$ cat src/dns_pkg.sv
// Shared widths, payload types and register codes of the depth shading block.
// No dependencies; every other file imports this package.
package dns_pkg;

  localparam int unsigned DepthW  = 16;
  localparam int unsigned ColorW  = 8;
  localparam int unsigned NumChan = 3;
  localparam int unsigned SqW     = 2 * DepthW;
  localparam int unsigned SumW    = SqW + 2;
  // Denominators at or above 2^DenW already force every channel to zero,
  // since 4*255*255 < 2^DenW - 1; clamp there.
  localparam int unsigned DenW    = 18;
  localparam int unsigned LimW    = 2 * ColorW + 2;
  localparam int unsigned QW      = DenW + ColorW;
  localparam int unsigned CandW   = QW + ColorW + 2;
  localparam int unsigned CfgIdxW = 2;

  localparam logic [DenW-1:0]   DenSat    = {DenW{1'b1}};
  localparam logic [DepthW-1:0] NearReset = DepthW'(400);
  localparam logic [DepthW-1:0] FarReset  = DepthW'(8000);

  typedef enum logic [CfgIdxW-1:0] {
    CFG_NEAR = 2'd0,
    CFG_FAR  = 2'd1
  } cfg_idx_e;

  typedef struct packed {
    logic [DepthW-1:0] depth_center;
    logic [DepthW-1:0] depth_right;
    logic [DepthW-1:0] depth_below;
    logic [NumChan-1:0][ColorW-1:0] color;  // 0 blue, 1 green, 2 red
  } pix_t;

  // Per-channel state of the bitwise root search: k so far, k*k*den, k*den, 4*c*c.
  typedef struct packed {
    logic [ColorW-1:0] k;
    logic [LimW-1:0]   p;
    logic [QW-1:0]     q;
    logic [LimW-1:0]   lim;
  } chan_t;

  typedef struct packed {
    logic [DenW-1:0]          den;
    chan_t [NumChan-1:0]      chan;
  } stage_t;

endpackage

$ cat src/dns_if.sv
// Valid/ready channel interfaces: pixel input, shaded output, register writes.
// Depends on dns_pkg.
interface dns_pix_if import dns_pkg::*; ();
  logic              valid;
  logic              ready;
  logic [DepthW-1:0] depth_center;
  logic [DepthW-1:0] depth_right;
  logic [DepthW-1:0] depth_below;
  logic [ColorW-1:0] blue_in;
  logic [ColorW-1:0] green_in;
  logic [ColorW-1:0] red_in;

  modport source (output valid, depth_center, depth_right, depth_below,
                  blue_in, green_in, red_in, input ready);
  modport sink   (input valid, depth_center, depth_right, depth_below,
                  blue_in, green_in, red_in, output ready);
endinterface

interface dns_rgb_if import dns_pkg::*; ();
  logic              valid;
  logic              ready;
  logic [ColorW-1:0] blue_out;
  logic [ColorW-1:0] green_out;
  logic [ColorW-1:0] red_out;

  modport source (output valid, blue_out, green_out, red_out, input ready);
  modport sink   (input valid, blue_out, green_out, red_out, output ready);
endinterface

interface dns_cfg_if import dns_pkg::*; ();
  logic               valid;
  logic               ready;
  logic [CfgIdxW-1:0] index;
  logic [DepthW-1:0]  data;

  modport source (output valid, index, data, input ready);
  modport sink   (input valid, index, data, output ready);
endinterface

$ cat src/depth_normal_shading_top.sv
// Top level of the depth gradient shading pipeline.
// Depends on dns_pkg, dns_if, dns_front and dns_root_step.
//
//   channel   modport      beat carries
//   pix_i     sink         three depths, blue/green/red in
//   rgb_o     source       blue/green/red out
//   cfg_i     sink         register index (0 near, 1 far), 16-bit data
//
// One pixel per clock while the output side takes beats; three front stages
// (range and gradient, squares, denominator) then one stage per result bit
// of the shift-and-add root search.
// Reset clears valid bits and loads near 400, far 8000; payload is not reset.
// A held output beat freezes every stage at once, so ready toggles with the
// output side and nothing is dropped or repeated. Register writes are always taken.
module depth_normal_shading_top import dns_pkg::*; (
  input  logic      clk_i,
  input  logic      rst_ni,
  dns_pix_if.sink   pix_i,
  dns_rgb_if.source rgb_o,
  dns_cfg_if.sink   cfg_i
);

  localparam int unsigned NumSteps = ColorW;

  logic [DepthW-1:0] near_q, far_q;
  logic              en;
  pix_t              pix;
  logic              vld [NumSteps+1];
  stage_t            stg [NumSteps+1];

  // Register writes: accept every beat, drop unknown indexes.
  assign cfg_i.ready = 1'b1;

  always_ff @(posedge clk_i or negedge rst_ni) begin
    if (!rst_ni) begin
      near_q <= NearReset;
      far_q  <= FarReset;
    end else if (cfg_i.valid) begin
      unique case (cfg_i.index)
        CFG_NEAR: near_q <= cfg_i.data;
        CFG_FAR:  far_q  <= cfg_i.data;
        default: ;
      endcase
    end
  end

  // Advance the whole pipeline unless the output beat is held.
  assign en          = !vld[NumSteps] || rgb_o.ready;
  assign pix_i.ready = en;

  always_comb begin
    pix.depth_center = pix_i.depth_center;
    pix.depth_right  = pix_i.depth_right;
    pix.depth_below  = pix_i.depth_below;
    pix.color[0]     = pix_i.blue_in;
    pix.color[1]     = pix_i.green_in;
    pix.color[2]     = pix_i.red_in;
  end

  dns_front u_front (
    .clk_i   (clk_i),
    .rst_ni  (rst_ni),
    .en_i    (en),
    .valid_i (pix_i.valid),
    .pix_i   (pix),
    .near_i  (near_q),
    .far_i   (far_q),
    .valid_o (vld[0]),
    .stage_o (stg[0])
  );

  // Search from the top result bit down, one bit per stage.
  for (genvar i = 0; i < NumSteps; i++) begin : g_step
    dns_root_step #(
      .BitIdx (NumSteps - 1 - i)
    ) u_step (
      .clk_i   (clk_i),
      .rst_ni  (rst_ni),
      .en_i    (en),
      .valid_i (vld[i]),
      .stage_i (stg[i]),
      .valid_o (vld[i+1]),
      .stage_o (stg[i+1])
    );
  end

  // The last step register is the output register.
  assign rgb_o.valid     = vld[NumSteps];
  assign rgb_o.blue_out  = stg[NumSteps].chan[0].k;
  assign rgb_o.green_out = stg[NumSteps].chan[1].k;
  assign rgb_o.red_out   = stg[NumSteps].chan[2].k;

endmodule

$ cat src/dns_front.sv
// Front three stages: range check and gradient, squares and limits, denominator.
// Depends on dns_pkg.
module dns_front import dns_pkg::*; (
  input  logic              clk_i,
  input  logic              rst_ni,
  input  logic              en_i,
  input  logic              valid_i,
  input  pix_t              pix_i,
  input  logic [DepthW-1:0] near_i,
  input  logic [DepthW-1:0] far_i,
  output logic              valid_o,
  output stage_t            stage_o
);

  logic                           v1_q, v2_q, v3_q;
  logic [DepthW-1:0]              dr_d, db_d, dr_q, db_q;
  logic [NumChan-1:0][ColorW-1:0] col_d, col_q;
  logic [SqW-1:0]                 sqr_q, sqb_q;
  logic [NumChan-1:0][LimW-1:0]   lim_d, lim_q;
  logic [SumW-1:0]                sum;
  stage_t                         stage_d, stage_q;
  logic                           in_range;

  // Stage 1: absolute gradients; out-of-range pixels get zero color so the root is zero.
  always_comb begin
    in_range = (pix_i.depth_center >= near_i) && (pix_i.depth_center <= far_i);
    dr_d = (pix_i.depth_right >= pix_i.depth_center) ?
           pix_i.depth_right - pix_i.depth_center : pix_i.depth_center - pix_i.depth_right;
    db_d = (pix_i.depth_below >= pix_i.depth_center) ?
           pix_i.depth_below - pix_i.depth_center : pix_i.depth_center - pix_i.depth_below;
    col_d = in_range ? pix_i.color : '0;
  end

  // Stage 2 input: limit 4*c*c per channel.
  always_comb begin
    for (int j = 0; j < NumChan; j++) begin
      lim_d[j] = LimW'({col_q[j], 2'b00}) * LimW'(col_q[j]);
    end
  end

  // Stage 3 input: den = 4 + dr^2 + db^2, clamped.
  always_comb begin
    sum = SumW'(sqr_q) + SumW'(sqb_q) + SumW'(4);
    stage_d.den = (sum > SumW'(DenSat)) ? DenSat : sum[DenW-1:0];
    for (int j = 0; j < NumChan; j++) begin
      stage_d.chan[j].k   = '0;
      stage_d.chan[j].p   = '0;
      stage_d.chan[j].q   = '0;
      stage_d.chan[j].lim = lim_q[j];
    end
  end

  always_ff @(posedge clk_i or negedge rst_ni) begin
    if (!rst_ni) begin
      v1_q <= 1'b0;
      v2_q <= 1'b0;
      v3_q <= 1'b0;
    end else if (en_i) begin
      v1_q <= valid_i;
      v2_q <= v1_q;
      v3_q <= v2_q;
    end
  end

  always_ff @(posedge clk_i) begin
    if (en_i) begin
      dr_q    <= dr_d;
      db_q    <= db_d;
      col_q   <= col_d;
      sqr_q   <= SqW'(dr_q) * SqW'(dr_q);
      sqb_q   <= SqW'(db_q) * SqW'(db_q);
      lim_q   <= lim_d;
      stage_q <= stage_d;
    end
  end

  assign valid_o = v3_q;
  assign stage_o = stage_q;

endmodule

$ cat src/dns_root_step.sv
// One bit of the integer root search k*k*den <= 4*c*c for all three channels.
// Depends on dns_pkg; shift-and-add only, no multiplier.
module dns_root_step import dns_pkg::*; #(
  parameter int unsigned BitIdx = 0
) (
  input  logic   clk_i,
  input  logic   rst_ni,
  input  logic   en_i,
  input  logic   valid_i,
  input  stage_t stage_i,
  output logic   valid_o,
  output stage_t stage_o
);

  logic   valid_q;
  stage_t stage_d, stage_q;
  logic [NumChan-1:0][CandW-1:0] cand;

  // Trial t = k + 2^b: t*t*den = p + (q << (b+1)) + (den << 2b).
  always_comb begin
    stage_d = stage_i;
    for (int j = 0; j < NumChan; j++) begin
      cand[j] = CandW'(stage_i.chan[j].p)
              + (CandW'(stage_i.chan[j].q) << (BitIdx + 1))
              + (CandW'(stage_i.den) << (2 * BitIdx));
      if (cand[j] <= CandW'(stage_i.chan[j].lim)) begin
        stage_d.chan[j].k = stage_i.chan[j].k | ColorW'(1 << BitIdx);
        stage_d.chan[j].p = cand[j][LimW-1:0];
        stage_d.chan[j].q = stage_i.chan[j].q + (QW'(stage_i.den) << BitIdx);
      end
    end
  end

  always_ff @(posedge clk_i or negedge rst_ni) begin
    if (!rst_ni) begin
      valid_q <= 1'b0;
    end else if (en_i) begin
      valid_q <= valid_i;
    end
  end

  always_ff @(posedge clk_i) begin
    if (en_i) begin
      stage_q <= stage_d;
    end
  end

  assign valid_o = valid_q;
  assign stage_o = stage_q;

endmodule
$ cat src/flat_wrapper.sv
// flat-port wrapper written by rule: the top's interface ports become plain ports
module depth_normal_shading_top_flat import dns_pkg::*;
  (clk_i, rst_ni, pix_i_valid, pix_i_depth_center, pix_i_depth_right, pix_i_depth_below, pix_i_blue_in, pix_i_green_in, pix_i_red_in, pix_i_ready, rgb_o_valid, rgb_o_blue_out, rgb_o_green_out, rgb_o_red_out, rgb_o_ready, cfg_i_valid, cfg_i_index, cfg_i_data, cfg_i_ready);
  dns_pix_if pix_i_i ();
  dns_rgb_if rgb_o_i ();
  dns_cfg_if cfg_i_i ();
  input  logic clk_i;
  input  logic rst_ni;
  input wire logic [$bits(pix_i_i.valid)-1:0] pix_i_valid;
  input wire logic [$bits(pix_i_i.depth_center)-1:0] pix_i_depth_center;
  input wire logic [$bits(pix_i_i.depth_right)-1:0] pix_i_depth_right;
  input wire logic [$bits(pix_i_i.depth_below)-1:0] pix_i_depth_below;
  input wire logic [$bits(pix_i_i.blue_in)-1:0] pix_i_blue_in;
  input wire logic [$bits(pix_i_i.green_in)-1:0] pix_i_green_in;
  input wire logic [$bits(pix_i_i.red_in)-1:0] pix_i_red_in;
  output wire logic [$bits(pix_i_i.ready)-1:0] pix_i_ready;
  output wire logic [$bits(rgb_o_i.valid)-1:0] rgb_o_valid;
  output wire logic [$bits(rgb_o_i.blue_out)-1:0] rgb_o_blue_out;
  output wire logic [$bits(rgb_o_i.green_out)-1:0] rgb_o_green_out;
  output wire logic [$bits(rgb_o_i.red_out)-1:0] rgb_o_red_out;
  input wire logic [$bits(rgb_o_i.ready)-1:0] rgb_o_ready;
  input wire logic [$bits(cfg_i_i.valid)-1:0] cfg_i_valid;
  input wire logic [$bits(cfg_i_i.index)-1:0] cfg_i_index;
  input wire logic [$bits(cfg_i_i.data)-1:0] cfg_i_data;
  output wire logic [$bits(cfg_i_i.ready)-1:0] cfg_i_ready;
  assign pix_i_i.valid = pix_i_valid;
  assign pix_i_i.depth_center = pix_i_depth_center;
  assign pix_i_i.depth_right = pix_i_depth_right;
  assign pix_i_i.depth_below = pix_i_depth_below;
  assign pix_i_i.blue_in = pix_i_blue_in;
  assign pix_i_i.green_in = pix_i_green_in;
  assign pix_i_i.red_in = pix_i_red_in;
  assign pix_i_ready = pix_i_i.ready;
  assign rgb_o_valid = rgb_o_i.valid;
  assign rgb_o_blue_out = rgb_o_i.blue_out;
  assign rgb_o_green_out = rgb_o_i.green_out;
  assign rgb_o_red_out = rgb_o_i.red_out;
  assign rgb_o_i.ready = rgb_o_ready;
  assign cfg_i_i.valid = cfg_i_valid;
  assign cfg_i_i.index = cfg_i_index;
  assign cfg_i_i.data = cfg_i_data;
  assign cfg_i_ready = cfg_i_i.ready;
  depth_normal_shading_top u_core (.clk_i(clk_i), .rst_ni(rst_ni), .pix_i(pix_i_i), .rgb_o(rgb_o_i), .cfg_i(cfg_i_i));
endmodule
$ cat config.mk
export PLATFORM = sky130hd
export DESIGN_NAME = depth_normal_shading_top_flat
export DESIGN_NICKNAME = d
export VERILOG_FILES = /design/src/dns_pkg.sv /design/src/dns_if.sv /design/src/depth_normal_shading_top.sv /design/src/dns_front.sv /design/src/dns_root_step.sv /design/src/flat_wrapper.sv
export SDC_FILE = /design/constraint.sdc
export NUM_CORES = 2
export LEC_CHECK = 0
export ABC_AREA = 1
export BUFFER_PORTS_ARGS = -buffer_cell sky130_fd_sc_hd__buf_2
export CAP_MARGIN = 5
export CORE_MARGIN = 2
export CORE_UTILIZATION = 59
export DETAILED_ROUTE_END_ITERATION = 7
export HOLD_SLACK_MARGIN = 0.08
export MAX_ROUTING_LAYER = met4
export PLACE_DENSITY = 0.85
export RECOVER_POWER = 25
export SYNTH_ARGS = -nofsm -noshare
export SYNTH_HDL_FRONTEND = slang
export SYNTH_SLANG_ARGS = --single-unit
$ cat constraint.sdc
create_clock -name clk_i -period 136.4 [get_ports clk_i]
set_clock_uncertainty 0.1 [all_clocks]
set_input_delay 40.92 -clock clk_i [delete_from_list [all_inputs] [get_ports clk_i]]
set_output_delay 40.92 -clock clk_i [all_outputs]
set_load 0.01 [all_outputs]
# After elaboration in Yosys (flattened, before gate mapping)
# Cells that the tools add are included.
dict set report op_classes {
  multipliers 5
  muxes 20
  addsub 66
  eq_ne 1
  n_lt_le_gt_ge 29
  reduce_logical 6
}
# operator count
set ops {}
lappend ops {{$mux 44} 18}
lappend ops {{$le 34x18->1} 6}
lappend ops {{$add 18x32->33} 6}
lappend ops {{$le 32x18->1} 6}
lappend ops {{$add 33x28->34} 3}
lappend ops {{$add 33x30->34} 3}
lappend ops {{$add 32x26->33} 3}
lappend ops {{$le 33x18->1} 3}
lappend ops {{$add 18x31->32} 3}
lappend ops {{$add 31x24->32} 3}
lappend ops {{$add 18x30->31} 3}
lappend ops {{$add 30x22->31} 3}
lappend ops {{$le 31x18->1} 3}
lappend ops {{$add 18x29->30} 3}
lappend ops {{$add 29x20->30} 3}
lappend ops {{$le 30x18->1} 3}
lappend ops {{$add 18x28->29} 3}
lappend ops {{$add 28x18->29} 3}
lappend ops {{$le 29x18->1} 3}
lappend ops {{$add 18x27->28} 3}
lappend ops {{$add 25x24->26} 3}
lappend ops {{$add 26x19->26} 3}
lappend ops {{$add 26x20->26} 3}
lappend ops {{$add 26x21->26} 3}
lappend ops {{other kinds (17)} 31}
dict set report word_totals {
  word_cells 275
  output_inout_bits 27
  regBits 1768
}

# Longest topological paths before layout
dict set report logic_depth {
  depth_word 4
  ltp_mapped 28
  mapped_depth_nobuf 26
}

# Cells and area by module
# From an unflattened synthesis, not the netlist that was laid out.
dict set report unflattened {
  hier_cells 22424
  hier_area_um2 183119.4
}
# mod instances cells_per_inst area_per_inst_um2
set modules_own_cells {}
lappend modules_own_cells {dns_front 1 4280 35395.2}
lappend modules_own_cells {{dns_root_step at u_core.g_step[0].u_step} 1 2443 18958.2}
lappend modules_own_cells {{dns_root_step at u_core.g_step[2].u_step} 1 2259 18464.0}
lappend modules_own_cells {{dns_root_step at u_core.g_step[1].u_step} 1 2336 18462.7}
lappend modules_own_cells {{dns_root_step at u_core.g_step[6].u_step} 1 2242 18241.2}
lappend modules_own_cells {{dns_root_step at u_core.g_step[7].u_step} 1 2207 18172.4}
lappend modules_own_cells {{dns_root_step at u_core.g_step[3].u_step} 1 2185 18121.1}
lappend modules_own_cells {{dns_root_step at u_core.g_step[4].u_step} 1 2178 18078.6}
lappend modules_own_cells {{dns_root_step at u_core.g_step[5].u_step} 1 2148 17847.1}
lappend modules_own_cells {depth_normal_shading_top 1 146 1378.8}

# Worst setup path before layout
# No wires, ideal clock.
dict set report synth_timing {
  path_type {input-to-output}
  start {in rgb_o_ready}
  end {out pix_i_ready}
  path_stages 3
  t_arrival_ns 79.350
  required_time_ns 95.380
  n_path_buf 1
  path_slack_ns 16.030
  cell_sequence {inv_1 -> nand2_1 -> clkbuf_1}
}
dict set report synth_between {
  elab_chain_len 1
}
# item line_no
set synth_lines {}
lappend synth_lines {{start, declared} flat_wrapper.sv:21} ;# input wire logic [$bits(rgb_o_i.ready)-1:0] rgb_o_ready;
lappend synth_lines {{$logic_or 1x1->1} depth_normal_shading_top.sv:48} ;# assign en = !vld[NumSteps] || rgb_o.ready;
lappend synth_lines {{end, declared} flat_wrapper.sv:16} ;# output wire logic [$bits(pix_i_i.ready)-1:0] pix_i_ready;
# Every way passes these cells.

# Worst setup path in the final report
# Same ends and word-level chain as after synthesis.

==> impl_metrics.json <==
{
  "clk_latency_ps": 840,
  "setup_tns_ps": 0,
  "first_pass_iters": 6,
  "boundaryPins": 122,
  "holdPathStages": 0,
  "numPortBuffers": 120,
  "cp_common_cell": "buf_2",
  "rsz0062_at_grt": "false",
  "final_max_slew_viol_count": 91,
  "cts_tree": "yes",
  "root_buffer": "clkbuf_16",
  "gp_congestion": 1.02,
  "post_cts_resized": 0,
  "yosysTopAreaCell": "edfxtp_1",
  "critical_path_cell_count": 4,
  "synth.area.top_cells": "edfxtp_1, ha_1, nand2_1, fa_1, inv_1",
  "r2r_cells": 19,
  "critPathMaxStageDelay_ps": 630,
  "slew_headroom_pct": -15.8,
  "cts_hold_buf": 0,
  "netlist_instances": 14700,
  "tightest_slew_ps": 1730,
  "synthArstFlopShare_pct": 2.95,
  "clock_path_buffers": 3,
  "cts_sinks": 1457,
  "min_path_type": "register to register",
  "wl_per_cell_um": 18.8,
  "crit_chain": "buf_2 -> inv_1 -> nand2_4 -> buf_2",
  "cp_top_family": "simple AND/OR/NAND/NOR gates",
  "violations": "capacitance limit, slew limit",
  "yosys_warnings": 0,
  "num-fill-cells": 17500,
  "ys_seq_elements": 1457,
  "timing.fmax_mhz": 12.0,
  "vias": 101000,
  "drc": 0,
  "worst-path-buf-inv": 3,
  "crit_type": "input pin to output pin",
  "clk_pin_slew_ps": 70,
  "area_growth_syn_to_layout_pct": 6.83,
  "core_um2": 212000,
  "required_ps": 95380,
  "setup_viol": 0,
  "syn_avg_cell_area_um2": 8.56,
  "drt_iter0_drc": 9222,
  "worstSetupStartpointType": "input pin",
  "die_h_um": 466,
  "drv_cap": 4,
  "dieArea_um2": 217000,
  "synth_cell_type_count": 69,
  "outcome": "finished with violations",
  "synthFlopType": "edfxtp_1",
  "cts-buffers-inserted": 158,
  "initial_utilization_pct": 59.3,
  "fin_crit_ps": 83000,
  "cp.arrival_ps": 41980,
  "post-cts-setup-buffer-count": 0,
  "dp_hpwl_um": 263000,
  "synth_edf_count": 1414,
  "grt_max_degree": 157,
  "grt_pass1_wl_um": 526000,
  "grt_pass1_vias": 98200,
  "finalHoldViolCount": 0,
  "syn_area_um2": 126000,
  "wl_um": 333000,
  "dieWidth_um": 466,
  "rows": 169,
  "yosysTopAreaCellShare_pct": 33.8,
  "grt_overflow_total": 0,
  "endpoint_kind": "output pin",
  "htreeDepth": 4,
  "drive_gt1_share_pct": 3.57,
  "track_usage_pct": 31.6,
  "crit_path_max_fanout": 66,
  "seq_area_frac_synth_pct": 34.6,
  "ant_nets": 0,
  "finalCritPeriodShare_pct": 60.9,
  "final_nets": 17000,
  "antenna_found_initial": 2,
  "avgViaCountPerCell": 5.71,
  "crit_path_top_delay_cell": "nand2_4"
}
cell type report:
class / instances / area (um^2) / share of cell area [%]
diodes: 2 / 5.00 / 0.00373
clock buffers: 186 / 4140 / 3.09
clock inverters: 100 / 1190 / 0.889
inverters: 2097 / 7870 / 5.86
multi-input cells: 10900 / 72900 / 54.3
flip-flops and latches: 1457 / 43500 / 32.4
well taps: 2821 / 3530 / 2.63
repair buffers: 207 / 1100 / 0.817
cell usage after synthesis (45+ instances only):
cell type  instances
fa_1             627
a21o_1            66
nand3_1         1043
nand2_1         3810
clkbuf_1         178
ha_1            1458
nor2_1           923
xnor2_1          186
xor2_1           430
nand3b_1          69
nor3_1           130
inv_1           2085
edfxtp_1        1414
a21oi_1          939
o21bai_1          56
o21ai_0          441
nand4_1          221
buf_2             75
a31oi_1           45
layout by cell type (no fill, tap or decap), drive strengths merged, types with 45 or more instances in the layout:
cell type  count
a21o          66
a21oi        947
a31oi         45
buf          162
clkbuf       231
clkinv        51
conb          46
edfxtp      1414
fa           627
ha          1458
inv         2114
nand2       3826
nand3       1063
nand3b        70
nand4        221
nor2         955
nor3         133
o21ai        464
o21bai        56
xnor2        186
xor2         432
flip-flops by register name, indices dropped and copies added (netlist names):
signal / count
u_core.far_q: 16
u_core.u_front.stage_o: 63
u_core.u_front.db_q: 16
u_core.g_step.u_step.valid_o: 8
u_core.u_front.v1_q: 1
u_core.u_front.dr_q: 16
u_core.u_front.lim_q: 45
u_core.g_step.u_step.stage_o: 1188
u_core.near_q: 16
u_core.u_front.v2_q: 1
u_core.u_front.col_q: 24
u_core.u_front.valid_o: 1
u_core.u_front.sqr_q: 31
u_core.u_front.sqb_q: 31
worst reg2reg max path: stages, from the launching register on:
cell and delay (ps):
edfxtp_1 330, clkbuf_1 930, nand2_1 300, xor2_1 230
ha_1 290, inv_1 50, fa_1 520, inv_1 50
fa_1 510, fa_1 550, fa_1 560, inv_1 60
fa_1 540, inv_1 40, ha_1 370, nand3_1 150
nor3_1 310, a21oi_1 180, o21ai_0 280, xor2_1 360
per-stage QoR:
step                      setup WS [ps]  instances  cell area, um^2  util, %  hold slack, ps
after floorplan                   16030      14700           126000        -             300
after global placement            53350      17400           129000     60.9             301
after detailed placement          53320      17400           129000     60.9             305
after CTS                         53320      17700           134000     63.5             311
after global routing              53270      17700           134000     63.4             322
final                             53400      17700           134000     63.4             305
worst paths after layout:
kind                                                      start                                    to  slack [ps]
max                                                 rgb_o_ready                           pix_i_ready       53400
min                        u_core.g_step[4].u_step.stage_o[138]  u_core.g_step[5].u_step.stage_o[138]         310
max reg2reg                              u_core.u_front.db_q[0]              u_core.u_front.sqb_q[19]      129450
min reg2reg                u_core.g_step[4].u_step.stage_o[138]  u_core.g_step[5].u_step.stage_o[138]         310
max in group asynchronous                                rst_ni       u_core.g_step[6].u_step.valid_o       95410
min in group asynchronous                                rst_ni                       u_core.far_q[0]       40160
metal layers:
layer	vias up	wire length, um	GRT usage (%)	part of all wire, %
li1	48900	-	-	-
met1	47500	136000	40.5	41
met2	3887	154000	50.3	46
met3	863	23900	3.47	7.2
met4	0	19400	15.4	5.8
met5	-	0	-	0
kinds of logic (layout without fill, tap and decap cells):
group                    count (synthesis)  after routing  synth area share [%]
AO/OA/AOI/OAI                         1756           1756                  7.71
XOR/XNOR                               618            618                  4.32
adder cells (fa/ha/maj)               2085           2085                  24.5
buffers and inverters                 2406           2590                  7.49
flip-flops                            1457           1457                  34.6
multiplexers                            15             15                 0.129
other                                    2             48               0.00597
AND/OR/NAND/NOR                       6337           6337                  21.2
Power is left out: the tool's default activity adds up to more than one toggle a clock period on the data nets, which glitch-free logic cannot reach.
